**src/design/pts_pkg.sv**
```systemverilog
package pts_pkg;

    localparam int PTS_INDEX_WIDTH = 32;
    localparam int OUT_W           = 32;
    localparam int MAX_RES         = 5;
    localparam int RES_CNT_W       = $clog2(MAX_RES + 1);
    localparam int HELD_DEPTH      = 3;

    localparam logic [OUT_W-1:0] RESTART_MARK = '1;

    typedef enum logic [1:0] {
        FUNC_STRIP = 2'd0,
        FUNC_TRI   = 2'd1,
        FUNC_QUAD  = 2'd2,
        FUNC_FAN   = 2'd3
    } func_t;

    typedef struct packed {
        func_t       func;
        logic [31:0] vertex_index;
        logic        list_end;
    } vtx_item_t;

    typedef struct packed {
        logic [OUT_W-1:0] out_index;
        logic             is_restart;
        logic             last_of_run;
    } strip_item_t;

endpackage

```
**src/design/pts_stream_if.sv**
```systemverilog
interface pts_stream_if #(parameter type T = logic);
    logic valid;
    logic ready;
    T     payload;

    modport source (output valid, output payload, input ready);
    modport sink   (input valid, input payload, output ready);
endinterface

```
**src/design/primitive_to_strip_converter.sv**
```systemverilog
// Channel | Dir | Payload                              | Transaction
// --------+-----+--------------------------------------+----------------------------
// vtx     | in  | func, vertex_index, list_end         | valid & ready on clk rise
// strip   | out | out_index, is_restart, last_of_run   | valid & ready on clk rise
//
// Each vtx transaction is decoded combinationally into 0..5 strip results,
// loaded into a five-slot result buffer and drained one result per cycle
// while strip.ready is high.
// vtx.ready rises while the last buffered result is being taken, so items
// follow back to back; ready is combinational from strip.ready.
// Reset (rst_n, async, low) empties the buffer and returns to list start.
module primitive_to_strip_converter
    import pts_pkg::*;
#(
    parameter int INDEX_WIDTH = PTS_INDEX_WIDTH
)
(
    input  logic          clk,
    input  logic          rst_n,
    pts_stream_if.sink    vtx,
    pts_stream_if.source  strip
);

    localparam int POS_W  = 3;
    localparam int HELD_W = $clog2(HELD_DEPTH);

    // list state
    logic [POS_W-1:0]       pos_reg, pos_next;
    logic [INDEX_WIDTH-1:0] center_reg, center_next;
    logic [INDEX_WIDTH-1:0] held_reg [HELD_DEPTH];
    logic [INDEX_WIDTH-1:0] held_next [HELD_DEPTH];

    // result buffer
    logic [OUT_W-1:0]       buf_idx_reg [MAX_RES];
    logic [MAX_RES-1:0]     buf_rst_reg;
    logic [RES_CNT_W-1:0]   cnt_reg, cnt_next;
    logic [RES_CNT_W-1:0]   ptr_reg, ptr_next;

    // decode of the incoming item
    logic [OUT_W-1:0]       res_idx [MAX_RES];
    logic [MAX_RES-1:0]     res_rst;
    logic [RES_CNT_W-1:0]   res_n;
    logic [POS_W-1:0]       pos_eff;
    logic [INDEX_WIDTH-1:0] cur;
    logic [OUT_W-1:0]       cur_x, center_x;
    logic [OUT_W-1:0]       held_x [HELD_DEPTH];
    logic                   list_end;

    logic at_last, take, accept;

    assign cur      = vtx.payload.vertex_index[INDEX_WIDTH-1:0];
    assign list_end = vtx.payload.list_end;
    assign cur_x    = OUT_W'(cur);
    assign center_x = OUT_W'(center_reg);

    always_comb
    begin
        for (int i = 0; i < HELD_DEPTH; i++)
        begin
            held_x[i] = OUT_W'(held_reg[i]);
        end
    end

    // Handshake: take the next item as the buffer empties.
    assign at_last     = (ptr_reg == cnt_reg - RES_CNT_W'(1));
    assign take        = strip.valid && strip.ready;
    assign vtx.ready   = (cnt_reg == '0) || (take && at_last);
    assign accept      = vtx.valid && vtx.ready;

    // Item decode. Unused slots default to the restart marker, so a
    // trailing restart only needs the count to cover it.
    always_comb
    begin
        res_idx     = '{default: RESTART_MARK};
        res_rst     = '1;
        res_n       = '0;
        held_next   = held_reg;
        center_next = center_reg;
        pos_next    = pos_reg;
        pos_eff     = pos_reg;

        case (vtx.payload.func)
            FUNC_STRIP:
            begin
                res_idx[0] = cur_x;
                res_rst[0] = 1'b0;
                res_n      = list_end ? RES_CNT_W'(2) : RES_CNT_W'(1);
            end
            FUNC_TRI:
            begin
                pos_eff = (pos_reg > POS_W'(2)) ? '0 : pos_reg;
                if (pos_eff < POS_W'(2))
                begin
                    held_next[pos_eff[HELD_W-1:0]] = cur;
                    pos_next = pos_eff + POS_W'(1);
                end
                else
                begin
                    res_idx[0] = held_x[0];
                    res_idx[1] = held_x[1];
                    res_idx[2] = cur_x;
                    res_rst[2:0] = '0;
                    res_n    = RES_CNT_W'(4);
                    pos_next = '0;
                end
            end
            FUNC_QUAD:
            begin
                pos_eff = (pos_reg > POS_W'(3)) ? '0 : pos_reg;
                if (pos_eff < POS_W'(3))
                begin
                    held_next[pos_eff[HELD_W-1:0]] = cur;
                    pos_next = pos_eff + POS_W'(1);
                    // list closing on three indices: plain triangle
                    if (pos_eff == POS_W'(2) && list_end)
                    begin
                        res_idx[0] = held_x[0];
                        res_idx[1] = held_x[1];
                        res_idx[2] = cur_x;
                        res_rst[2:0] = '0;
                        res_n = RES_CNT_W'(4);
                    end
                end
                else
                begin
                    // a,b,c,d -> b,c,a,d
                    res_idx[0] = held_x[1];
                    res_idx[1] = held_x[2];
                    res_idx[2] = held_x[0];
                    res_idx[3] = cur_x;
                    res_rst[3:0] = '0;
                    res_n    = RES_CNT_W'(5);
                    pos_next = '0;
                end
            end
            FUNC_FAN:
            begin
                pos_eff = (pos_reg > POS_W'(4)) ? '0 : pos_reg;
                case (pos_eff)
                    POS_W'(0):
                    begin
                        center_next = cur;
                        pos_next    = POS_W'(1);
                    end
                    POS_W'(1):
                    begin
                        held_next[0] = cur;
                        pos_next     = POS_W'(2);
                    end
                    POS_W'(2):
                    begin
                        res_idx[0] = held_x[0];
                        res_idx[1] = cur_x;
                        res_idx[2] = center_x;
                        res_rst[2:0] = '0;
                        res_n    = list_end ? RES_CNT_W'(4) : RES_CNT_W'(3);
                        pos_next = POS_W'(3);
                    end
                    POS_W'(3):
                    begin
                        res_idx[0] = cur_x;
                        res_rst[0] = 1'b0;
                        res_n    = list_end ? RES_CNT_W'(2) : RES_CNT_W'(1);
                        pos_next = POS_W'(4);
                    end
                    default:
                    begin
                        // third triangle closes the group; its last index
                        // opens the next one
                        res_idx[0]   = cur_x;
                        res_rst[0]   = 1'b0;
                        res_n        = RES_CNT_W'(2);
                        held_next[0] = cur;
                        pos_next     = POS_W'(2);
                    end
                endcase
            end
            default:
            begin
                res_n = '0;
            end
        endcase

        if (list_end)
        begin
            pos_next = '0;
        end
    end

    // Buffer pointer and count.
    always_comb
    begin
        cnt_next = cnt_reg;
        ptr_next = ptr_reg;
        if (accept)
        begin
            cnt_next = res_n;
            ptr_next = '0;
        end
        else if (take)
        begin
            if (at_last)
            begin
                cnt_next = '0;
                ptr_next = '0;
            end
            else
            begin
                ptr_next = ptr_reg + RES_CNT_W'(1);
            end
        end
    end

    always_ff @(posedge clk or negedge rst_n)
    begin
        if (!rst_n)
        begin
            pos_reg    <= '0;
            center_reg <= '0;
            cnt_reg    <= '0;
            ptr_reg    <= '0;
        end
        else
        begin
            cnt_reg <= cnt_next;
            ptr_reg <= ptr_next;
            if (accept)
            begin
                pos_reg    <= pos_next;
                center_reg <= center_next;
            end
        end
    end

    // payload storage, no reset
    always_ff @(posedge clk)
    begin
        if (accept)
        begin
            held_reg    <= held_next;
            buf_idx_reg <= res_idx;
            buf_rst_reg <= res_rst;
        end
    end

    assign strip.valid               = (cnt_reg != '0);
    assign strip.payload.out_index   = buf_idx_reg[ptr_reg];
    assign strip.payload.is_restart  = buf_rst_reg[ptr_reg];
    assign strip.payload.last_of_run = at_last;

endmodule

```
**src/flat_wrapper.sv**
```systemverilog
// flat-port wrapper written by rule: the top's interface ports become plain ports
module primitive_to_strip_converter_flat import pts_pkg::*;
#(
    parameter int INDEX_WIDTH = PTS_INDEX_WIDTH
)
  (clk, rst_n, vtx_valid, vtx_payload, vtx_ready, strip_valid, strip_payload, strip_ready);
  pts_stream_if #(.T(vtx_item_t)) vtx_i ();
  pts_stream_if #(.T(strip_item_t)) strip_i ();
  input  logic clk;
  input  logic rst_n;
  input wire logic [$bits(vtx_i.valid)-1:0] vtx_valid;
  input wire logic [$bits(vtx_i.payload)-1:0] vtx_payload;
  output wire logic [$bits(vtx_i.ready)-1:0] vtx_ready;
  output wire logic [$bits(strip_i.valid)-1:0] strip_valid;
  output wire logic [$bits(strip_i.payload)-1:0] strip_payload;
  input wire logic [$bits(strip_i.ready)-1:0] strip_ready;
  assign vtx_i.valid = vtx_valid;
  assign vtx_i.payload = vtx_payload;
  assign vtx_ready = vtx_i.ready;
  assign strip_valid = strip_i.valid;
  assign strip_payload = strip_i.payload;
  assign strip_i.ready = strip_ready;
  primitive_to_strip_converter #(.INDEX_WIDTH(INDEX_WIDTH)) u_core (.clk(clk), .rst_n(rst_n), .vtx(vtx_i), .strip(strip_i));
endmodule
```
**config.mk**
```make
export PLATFORM = sky130hd
export DESIGN_NAME = primitive_to_strip_converter_flat
export DESIGN_NICKNAME = d
export VERILOG_FILES = /design/src/design/pts_pkg.sv /design/src/design/pts_stream_if.sv /design/src/design/primitive_to_strip_converter.sv /design/src/flat_wrapper.sv
export SDC_FILE = /design/constraint.sdc
export NUM_CORES = 1
export LEC_CHECK = 0
export BUFFER_PORTS_ARGS = -buffer_cell sky130_fd_sc_hd__buf_2
export CAP_MARGIN = 5
export CORE_MARGIN = 2
export CORE_UTILIZATION = 40
export DETAILED_ROUTE_END_ITERATION = 10
export PLACE_DENSITY_LB_ADDON = 0.25
export SKIP_CTS_REPAIR_TIMING = 1
export SLEW_MARGIN = 20
export SYNTH_ARGS = -nofsm -noshare
export SYNTH_HDL_FRONTEND = slang
export SYNTH_SLANG_ARGS = --single-unit
export TNS_END_PERCENT = 5
```
**constraint.sdc**
```tcl
create_clock -name clk -period 5.5 [get_ports clk]
set_input_delay 0.55 -clock clk [delete_from_list [all_inputs] [get_ports clk]]
set_output_delay 0.55 -clock clk [all_outputs]
set_load 0.02 [all_outputs]
```
==> results.md, run 1 <==
* Run status: finished clean
* Cell type with the highest aggregate area in the netlist: sky130_fd_sc_hd__edfxtp_1
* Maximum cell stage delay along the critical path at 640 ps
* Largest net degree at the start of global routing at 130
* R2r startpoint: u_core.cnt_reg[0]
* Die W at between 150 and 200 um
* Average vias per placed instance at 5.991
* DR DRC count at 0
* Cell Count, Final, Fillers Out at 1719
* Predominant post-synthesis flop cell: sky130_fd_sc_hd__edfxtp_1
* Endpoint of the worst register-to-register path: u_core.held_reg[70]
* Max stage delay cell, worst path: sky130_fd_sc_hd__buf_4
* Number of clock sinks at 268
* Drt pass-1 iters at 5
* Total power per unit cell area at 524.5 nW/um^2
* Leading cell types by total area after synthesis: sky130_fd_sc_hd__edfxtp_1 (48%), sky130_fd_sc_hd__dfrtp_1 (7.2%), sky130_fd_sc_hd__o21ai_0 (6.3%)
* Data arrival time at the worst-slack endpoint at 3210 ps
* Post-detailed-route count of antenna-violating nets at 0
* Initial antenna violation count at 1
* Cell Chain, Critical Path: buf_4 -> inv_1 -> ha_1 -> nand2_1 -> buf_4 -> o21ai_0 -> buf_2
* Final weighted congestion of routability-driven global placement at 0.7513
* Net count after synthesis at approximately 1.3k
* Portion of the post-synthesis area used by sequential elements at 55.38%
* Crit path time final at 3761 ps
* Share of the core filled with cells in the final layout at 45.82%
* Source-to-sink clock delay at the later pin of the worst-skew pair at 560 ps
* Post-synthesis instance area at 14160 sq um
* Design Power at between 0.008 and 0.009 W
* Cell seen most often among critical-path stages: sky130_fd_sc_hd__buf_4
* Critical path endpoint category: output pin
* Count of port buffers added during placement at 74
* TritonCTS clock tree: yes
* Yosys warns at 0
* R2R depth at 7
* Timing startpoint of the critical path: u_core.ptr_reg[0]
* Post-detailed-placement cell area at around 15000 sq um
* Count of buffering cells on the critical path with inverters included at 4
* Slew at the pin with the worst max-slew slack at ~1100 ps
* Number of placement rows at 68
* Number of flip-flops in the largest register at 128
* Fraction of layout instances using a drive strength above 1 at 18.75%
* Static Leak at 5.418 nW
* Height of the die at 192.2 um
* Initial cell density of the core at between 40% and 50%
* Top-Level Pins at 75
* Slew margin rel. at 27.09%
* Mean instance size in the synthesized netlist at 11.49 sq um
* Global-route wire length before repair at 61.76 mm
* Most used cells in the layout excluding fill and tap cells: sky130_fd_sc_hd__edfxtp_1 (227), sky130_fd_sc_hd__o21ai_0 (178), sky130_fd_sc_hd__nand2_1 (102), sky130_fd_sc_hd__buf_2 (74), sky130_fd_sc_hd__nor2b_1 (66)
* Unrepaired setup endpoints after global routing: no
* Critical path depth in cells at 7
* Die outline area at roughly 37000 sq um
* Final antenna diode count at 0
* Growth of design area from synthesis to finish at 12.30%
* Number of different library cells in the post-synthesis netlist at 57
* TritonCTS buffer count at 31
* Largest driver fanout on the critical path at 38
* Final hold violation count at 0
* Fraction of registers with async set/reset at 15.30%
* Post-route setup TNS at 0 ps
* Max IR drop VDD at between 0.0003 and 0.0004 V
* Clock Tree Root: sky130_fd_sc_hd__clkbuf_16
* Sort of element at the start of the critical path: flop
* Overall fraction of global-route tracks in use at approximately 22%
* Post-Route Skew at 12.32 ps
* Worst Setup EP: strip_payload[23]
* Share of Yosys cell area claimed by the top area cell type at around 48%
* Final Setup Violations at 0
* FILL cells at 3156
* Category of the critical setup timing path: reg -> out
* Internal reg-to-reg setup slack at roughly 2000 ps
* Detailed Route WL at 40.17 mm
* DR iter-0 viols at around 1.1k
* Required time of the critical path at 4950 ps
* Via count of the first global-routing pass at a little over 10k
* Total placed cells including tap cells at roughly 1.7k
* Largest delay contributor family on the critical path: buffers and inverters
* Max-slew violation total from the final report at 0
* Drt wl/cell at roughly 23 um
* Achievable frequency at 0.2659 GHz
* Final design instance area without fill at about 16000 sq um
* Clock Tree Buf Depth at 3
* Clock transition at path regs at 60 ps
* Most frequent standard cell in the layout excluding fill and tap cells: sky130_fd_sc_hd__edfxtp_1
* Number of enable flip-flop cells after synthesis at between 200 and 250
* Core Region at 34710 sq um
* Portion of the clock cycle consumed by the worst path in the final layout at about 68%
* Number of max-cap violations at 0
* Detailed-route via count at 10.30k
* Number of H-tree branching levels at 1
* Seq cells post-synth at 268
* HPWL Detailed at 22.25 mm
* Cell count after synthesis at 1233
* Final global-route overflow total at 0
* Net total in the final layout at 1295
* Path class of the lowest-slack min-delay path: in -> async
==> per-layer routing <==
layer | track usage [%] | up-vias | share of wire, %
met2 | 36.82 | 422 | 48
met1 | 29.52 | 5166 | 43
met4 | 6.048 | 2 | 2.2
met5 | 0 | - | 0.032
li1 | - | 4637 | -
met3 | 3.106 | 72 | 6.9
==> cell type report <==
class	count	area, sq um	area share [%]
inverters	52	197.7	1.243
repair buffers	101	638.1	4.012
clock buffers	41	833.3	5.240
clock inverters	16	150.1	0.9441
well taps	455	569.3	3.580
flip-flops and latches	268	7845	49.33
multi-input cells	786	5670	35.65
==> synthesized netlist by cell type, types with 3 or more instances <==
cell type	count
sky130_fd_sc_hd__a21o_1	3
sky130_fd_sc_hd__a21oi_1	26
sky130_fd_sc_hd__a22o_1	32
sky130_fd_sc_hd__a22oi_1	32
sky130_fd_sc_hd__and2_1	3
sky130_fd_sc_hd__buf_1	22
sky130_fd_sc_hd__buf_2	18
sky130_fd_sc_hd__buf_6	5
sky130_fd_sc_hd__clkbuf_1	81
sky130_fd_sc_hd__dfrtp_1	41
sky130_fd_sc_hd__edfxtp_1	227
sky130_fd_sc_hd__ha_1	16
sky130_fd_sc_hd__inv_1	52
sky130_fd_sc_hd__mux2_2	5
sky130_fd_sc_hd__mux2_4	30
sky130_fd_sc_hd__mux2i_1	4
sky130_fd_sc_hd__mux4_2	32
sky130_fd_sc_hd__nand2_1	103
sky130_fd_sc_hd__nand2b_1	52
sky130_fd_sc_hd__nand3_1	4
sky130_fd_sc_hd__nand4_1	64
sky130_fd_sc_hd__nor2_1	45
sky130_fd_sc_hd__nor2b_1	66
sky130_fd_sc_hd__o2111ai_1	19
sky130_fd_sc_hd__o21ai_0	179
sky130_fd_sc_hd__o221ai_1	15
sky130_fd_sc_hd__o311a_1	18
sky130_fd_sc_hd__xor2_1	3
==> stage by stage <==
stage | hold WS (ps) | setup WS (ps)
2_1_floorplan | 254.4 | 5.665
3_3_place_gp | 493.4 | 2056
3_5_place_dp | 495.7 | 1990
4_1_cts | 146.5 | 1682
5_1_grt | 190.4 | 1499
6_report | 121.1 | 1740
==> power by group <==
group          internal, W  total [W]  switching, W
registers          0.00293    0.00316      0.000230
clock network      0.00119    0.00200      0.000807
logic              0.00114    0.00318       0.00204
total              0.00526    0.00834       0.00308
==> worst register-to-register path, cell delays in order, from the launching register on <==
cell	delay [ps]
sky130_fd_sc_hd__dfrtp_1	370
sky130_fd_sc_hd__inv_1	70
sky130_fd_sc_hd__ha_1	200
sky130_fd_sc_hd__ha_1	280
sky130_fd_sc_hd__xor2_1	250
sky130_fd_sc_hd__a41oi_2	310
sky130_fd_sc_hd__inv_4	670
sky130_fd_sc_hd__and3_2	930
==> worst min-delay path by stage <==
stage               depth (start not counted)                  start                     to  slack, ps
floorplan                                   0                  rst_n   u_core.center_reg[0]        250
global placement                            1   u_core.center_reg[0]   u_core.center_reg[0]        490
detailed placement                          1  u_core.center_reg[18]  u_core.center_reg[18]        500
CTS                                         2                  rst_n  u_core.center_reg[26]        150
global route                                2                  rst_n  u_core.center_reg[28]        190
finish                                      2                  rst_n  u_core.center_reg[26]        120
==> cells by family (layout without fill, tap and decap cells) <==
kind of cell	after synthesis	in the layout	synth area share, %
AO/OA/AOI/OAI	341	341	15.46
XOR/XNOR	4	4	0.3004
adder cells (fa/ha/maj)	16	16	1.414
buffers and inverters	179	210	5.195
flip-flops	268	268	55.38
multiplexers	71	71	8.950
AND/OR/NAND/NOR	354	354	13.31
Note: power is estimated with default switching activity, not from simulation.
==> inputs of run 2 (changes only) <==
clock period = 3.2 ns   (was 5.5 ns; I/O delays follow)
==> run 2 against run 1 <==
  * Sequential share of layout area down 0.64 points
  * Power up 75%
  * Utilization up 0.60 points
  * Worst setup slack worse by 1400 ps
==> results.md, run 2 (same netlist as run 1, synthesis figures left out) <==
* Via count of the first global-routing pass at 10.21k (-1.1%)
* Most used cells in the layout excluding fill and tap cells: sky130_fd_sc_hd__edfxtp_1 (227), sky130_fd_sc_hd__o21ai_0 (178), sky130_fd_sc_hd__nand2_1 (102), sky130_fd_sc_hd__buf_2 (74), sky130_fd_sc_hd__nor2b_1 (66)
* Clock Tree Root: sky130_fd_sc_hd__clkbuf_16
* HPWL Detailed at 22.72 mm (+2.1%)
* Height of the die at 192.2 um (unchanged)
* Required time of the critical path at 2880 ps (-2070 ps)
* Number of max-cap violations at 0 (unchanged)
* Final hold violation count at 0 (unchanged)
* DR iter-0 viols at 1043 (-2.7%)
* Initial antenna violation count at 2 (+1)
* Final weighted congestion of routability-driven global placement at 0.7862 (+4.6%)
* Number of flip-flops in the largest register at 128 (unchanged)
* Die outline area at 36930 sq um (unchanged)
* Part of the total power dissipated in sequential elements at 37.1% (-0.7 points)
* Post-detailed-route count of antenna-violating nets at 0 (unchanged)
* Top-Level Pins at 75 (unchanged)
* Total power per unit cell area at 904.3 nW/um^2 (+72%)
* Path class of the lowest-slack min-delay path: in -> reg
* Final worst hold slack at 91.40 ps (-29.72 ps)
* Run status: finished clean
* Global-route wire length before repair at 62.11 mm (+0.58%)
* Data arrival time at the worst-slack endpoint at 2580 ps (-630 ps)
* Switching share of total power at 36.94% (+0.056 points)
* Clock Tree Buf Depth at 3 (unchanged)
* FILL cells at 3208 (+1.6%)
* Max IR drop VDD at 0.0005978 V (+62%)
* Sort of element at the start of the critical path: flop
* Portion of the clock cycle consumed by the worst path in the final layout at between 90% and 100%
* Number of H-tree branching levels at 1 (unchanged)
* Static Leak at 5.489 nW (+1.3%)
* Most frequent standard cell in the layout excluding fill and tap cells: sky130_fd_sc_hd__edfxtp_1
* Drt wl/cell at 23.37 um (about the same)
* Largest net degree at the start of global routing at 130 (unchanged)
* Crit path time final at 2903 ps
* Slew at the pin with the worst max-slew slack at 1063 ps (-29.93 ps)
* TritonCTS clock tree: yes
* Growth of design area from synthesis to finish at 13.76%
* Clock network fraction of design power at 24.2% (+0.2 points)
* Number of placement rows at 68 (unchanged)
* TritonCTS buffer count at 29 (-6.5%)
* Count of port buffers added during placement at 74 (unchanged)
* Final design instance area without fill at 16110 sq um (+1.3%)
* Unrepaired setup endpoints after global routing: no
* Clock transition at path regs at 60 ps (about the same)
* Achievable frequency at between 0.3 and 0.4 GHz
* Fraction of layout instances using a drive strength above 1 at 20.75% (+2.0 points)
* Net load switching power at 0.005382 W (+75%)
* Largest driver fanout on the critical path at 36 (-5.3%)
* Gate power share at 38.7% (+0.5 points)
* Internal Power at 0.009188 W (+75%)
* Post-detailed-placement cell area at 15100 sq um (+1.3%)
* Source-to-sink clock delay at the later pin of the worst-skew pair at 550 ps (about the same)
* Net total in the final layout at 1309 (+1.1%)
* Die W at 192.2 um (unchanged)
* Slew margin rel. at 29.16% (+2.1 points)
* Final global-route overflow total at 0 (unchanged)
* Post-Route Skew at 7.227 ps (-5.097 ps)
* Design Power at 0.01457 W (+75%)
* Final Setup Violations at 0 (unchanged)
* Core Region at 34710 sq um (unchanged)
* Initial cell density of the core at 40.80% (unchanged)
* Number of clock sinks at 268 (unchanged)
* Average vias per placed instance at 5.998 (+0.12%)
* Critical path endpoint category: output pin
* Overall fraction of global-route tracks in use at 22.09% (+0.23 points)
* Max-slew violation total from the final report at 0 (unchanged)
* Detailed-route via count at 10.40k (+0.93%)
* Category of the critical setup timing path: reg -> out
* Detailed Route WL at 40.49 mm (+0.80%)
* Drt pass-1 iters at 6 (+1)
* DR DRC count at 0 (unchanged)
## run 2: path summary, 6_finish.rpt
path | from | to | slack, ps | cells after the start
setup / recovery | u_core.ptr_reg[1] | strip_payload[20] | 300 | 7
hold / removal | vtx_valid | u_core.ptr_reg[0] | 90 | 2
setup reg to reg | u_core.cnt_reg[0] | u_core.held_reg[17] | 580 | 8
hold reg to reg | u_core.cnt_reg[1] | u_core.cnt_reg[1] | 510 | 2
max in group asynchronous | rst_n | u_core.center_reg[7] | 2040 | 3
min in group asynchronous | rst_n | u_core.center_reg[27] | 410 | 2
## run 2: cell type report
class	count	area [sq um]	share of cell area [%]
clock inverters	25	276.5	1.716
diodes	1	2.502	0.01553
inverters	52	198.9	1.235
repair buffers	117	795.8	4.939
clock buffers	29	725.7	4.504
well taps	455	569.3	3.533
flip-flops and latches	268	7845	48.69
multi-input cells	786	5698	35.37
## run 2: worst max-delay path, stage by stage (launching register included)
cell and delay (ps):
sky130_fd_sc_hd__dfrtp_2 380, sky130_fd_sc_hd__buf_4 560, sky130_fd_sc_hd__inv_1 170, sky130_fd_sc_hd__ha_1 230, sky130_fd_sc_hd__nand2_1 90, sky130_fd_sc_hd__buf_4 240
sky130_fd_sc_hd__o21ai_0 150, sky130_fd_sc_hd__buf_2 190
## run 2: power by group through the flow
stage,Sequential [W],Combinational (W),Clock (W)
detailed placement,0.00545,0.00567,0
CTS,0.00539,0.00569,0.00358
floorplan,0.00534,0.00373,0
global route,0.00548,0.00612,0.00372
global placement,0.00543,0.00561,0
finish,0.00540,0.00564,0.00353
## run 2: stage by stage
stage          worst slack, ps  std cells  util, %  setup TNS, ps
2_1_floorplan            -1137       1233        -        -131860
3_3_place_gp             644.9       1677    43.49              0
3_5_place_dp             579.1       1677    43.49              0
4_1_cts                  222.1       1731    46.38              0
5_1_grt                  134.0       1733    46.41              0
6_report                 296.5       1733    46.41              0
## run 2: routing by layer
metal / global-route usage [%] / wire [um] / up-vias
li1: - / - / 4662
met1: 30.26 / 17390 / 5207
met2: 36.54 / 19320 / 440
met3: 2.796 / 2692 / 84
met4: 7.017 / 1070 / 2
met5: 0 / 13 / -
==> inputs of run 3 (changes only) <==
MAX_ROUTING_LAYER = met4   (was unset)
REMOVE_ABC_BUFFERS = 1   (was unset)
==> run 3 against run 2 <==
  * Via count barely moved
  * Cell area barely moved
  * Clock power barely moved
  * Die area did not move
  * Non-clock buffer count did not move
  * Critical path depth did not move
  * Highest routed layer is now met4
  * Largest power group unchanged
  * Clock skew rose by 17 ps
==> results.md, run 3 (same netlist as run 1, synthesis figures left out) <==
* Clock transition at path regs at 60 ps (about the same)
* Largest net degree at the start of global routing at 132 (+1.5%)
* Initial cell density of the core at 40.80% (unchanged)
* Worst slack, placed at 558.9 ps (-20.21 ps)
* Largest driver fanout on the critical path at 36 (unchanged)
* Fraction of layout instances using a drive strength above 1 at 20.22% (-0.53 points)
* Post-detailed-route count of antenna-violating nets at 0 (unchanged)
* Initial antenna violation count at 0 (-2)
* Most frequent standard cell in the layout excluding fill and tap cells: sky130_fd_sc_hd__edfxtp_1
* Required time of the critical path at 2880 ps (about the same)
* Overall fraction of global-route tracks in use at 22.65% (+0.56 points)
* Unrepaired setup endpoints after global routing: no
* Die W at 192.2 um (unchanged)
* Total power per unit cell area at 897.8 nW/um^2 (-0.71%)
* Crit path time final at 2904 ps (+0.3300 ps)
* Drt pass-1 iters at 5 (-1)
* Final weighted congestion of routability-driven global placement at 0.7866 (about the same)
* Final antenna diode count at 0 (-1)
* Max-slew violation total from the final report at 0 (unchanged)
* Data arrival time at the worst-slack endpoint at 2580 ps (about the same)
* Growth of design area from synthesis to finish at 13.68% (about the same)
* Share of the core filled with cells in the final layout at 46.38% (about the same)
* Path class of the lowest-slack min-delay path: in -> reg
* Final Setup Violations at 0 (unchanged)
* Core Region at 34710 sq um (unchanged)
* Number of flip-flops in the largest register at 128 (unchanged)
* Clock Tree Buf Depth at 3 (unchanged)
* Number of max-cap violations at 0 (unchanged)
* Via count of the first global-routing pass at 10.30k (+0.93%)
* Average vias per placed instance at 5.985 (-0.22%)
* Max IR drop VDD at 0.0006424 V (+7.5%)
* Category of the critical setup timing path: reg -> out
* Clock Tree Root: sky130_fd_sc_hd__clkbuf_16
* Achievable frequency at 0.3444 GHz (about the same)
* Static Leak at 5.536 nW (+0.85%)
* Slew at the pin with the worst max-slew slack at 951.2 ps (-111.4 ps)
* Drt wl/cell at 23.12 um (-1.1%)
* Die outline area at 36930 sq um (unchanged)
* Final global-route overflow total at 0 (unchanged)
* Slew margin rel. at 36.59% (+7.4 points)
* Detailed-route via count at 10.39k (-0.048%)
* Top-Level Pins at 75 (unchanged)
* Post-layout worst setup margin at 296.2 ps (-0.3300 ps)
* Number of placement rows at 68 (unchanged)
* TritonCTS buffer count at 31 (+6.9%)
* Detailed Route WL at 40.13 mm (-0.90%)
* Count of port buffers added during placement at 74 (unchanged)
* Number of H-tree branching levels at 1 (unchanged)
* Most used cells in the layout excluding fill and tap cells: sky130_fd_sc_hd__edfxtp_1 (227), sky130_fd_sc_hd__o21ai_0 (178), sky130_fd_sc_hd__nand2_1 (102), sky130_fd_sc_hd__buf_2 (74), sky130_fd_sc_hd__nor2b_1 (66)
* HPWL Detailed at 22.79 mm (+0.33%)
* Final hold violation count at 0 (unchanged)
* Net total in the final layout at 1311 (+0.15%)
* DR iter-0 viols at 1049 (+0.58%)
* Post-Route Skew at 23.73 ps (+16.50 ps)
* Number of clock sinks at 268 (unchanged)
* Sort of element at the start of the critical path: flop
* Critical path endpoint category: output pin
* Run status: finished clean
* Source-to-sink clock delay at the later pin of the worst-skew pair at 570 ps (+20 ps)
* Height of the die at 192.2 um (unchanged)
* DR DRC count at 0 (unchanged)
* Global-route wire length before repair at 62.12 mm (about the same)
* TritonCTS clock tree: yes
* Portion of the clock cycle consumed by the worst path in the final layout at 90.74% (about the same)
==> run 3: cell count changes in the layout (fill, tap and decap cells not counted), moves of 2 or more <==
cell and change:
sky130_fd_sc_hd__clkinvlp_4 -8, sky130_fd_sc_hd__bufinv_16 -4, sky130_fd_sc_hd__ha_1 +2, sky130_fd_sc_hd__clkbuf_1 +6
sky130_fd_sc_hd__clkbuf_8 +10, sky130_fd_sc_hd__clkbuf_16 +2
==> run 3: worst max-delay path, stage by stage (launching register included) <==
cell                      delay [ps]
sky130_fd_sc_hd__dfrtp_2         380
sky130_fd_sc_hd__buf_4           530
sky130_fd_sc_hd__inv_1           170
sky130_fd_sc_hd__ha_1            220
sky130_fd_sc_hd__nand2_1          80
sky130_fd_sc_hd__buf_4           240
sky130_fd_sc_hd__o21ai_0         180
sky130_fd_sc_hd__buf_2           200
==> run 3: power breakdown <==
part           total (W)  internal, W  switching (W)
logic            0.00551      0.00206        0.00346
clock network    0.00352      0.00208        0.00143
registers        0.00543      0.00502       0.000404
total             0.0145      0.00916        0.00529
==> run 3: path summary, 6_finish.rpt <==
path | startpoint | end | slack [ps] | depth (start not counted)
setup / recovery | u_core.ptr_reg[1] | strip_payload[6] | 300 | 7
hold / removal | vtx_valid | u_core.ptr_reg[0] | 70 | 2
setup reg to reg | u_core.cnt_reg[0] | u_core.buf_idx_reg[116] | 510 | 7
hold reg to reg | u_core.center_reg[6] | u_core.center_reg[6] | 510 | 1
max in group asynchronous | rst_n | u_core.center_reg[26] | 2070 | 3
min in group asynchronous | rst_n | u_core.center_reg[9] | 360 | 2
==> run 3: area by class of cell <==
cell class	instances	area [sq um]
well taps	455	569.3
multi-input cells	786	5658
fillers	3138	18610
repair buffers	117	808.3
flip-flops and latches	268	7845
clock buffers	47	935.9
inverters	52	197.7
clock inverters	11	86.33
==> run 3: metrics by stage <==
stage	power (W)	hold slack (ps)	area, sq um	cells	setup TNS [ps]
floorplan	0.008872	24.41	13620	1106	-561000
global placement	0.01092	416.4	15070	1677	0
detailed placement	0.01103	428.3	15070	1677	0
CTS	0.01456	-170.3	16090	1735	0
global route	0.01521	63.56	16100	1736	0
finish	0.01446	65.05	16100	1736	0
==> run 3: layer usage <==
| metal | share of wire (%) | track usage [%] | up-vias | wire length [um] |
|---|---|---|---|---|
| li1 | - | - | 4672 | - |
| met1 | 44 | 30.31 | 5233 | 17610 |
| met2 | 48 | 36.62 | 402 | 19280 |
| met3 | 5.7 | 2.704 | 83 | 2274 |
| met4 | 2.4 | 6.136 | 0 | 964 |
| met5 | 0 | - | - | 0 |
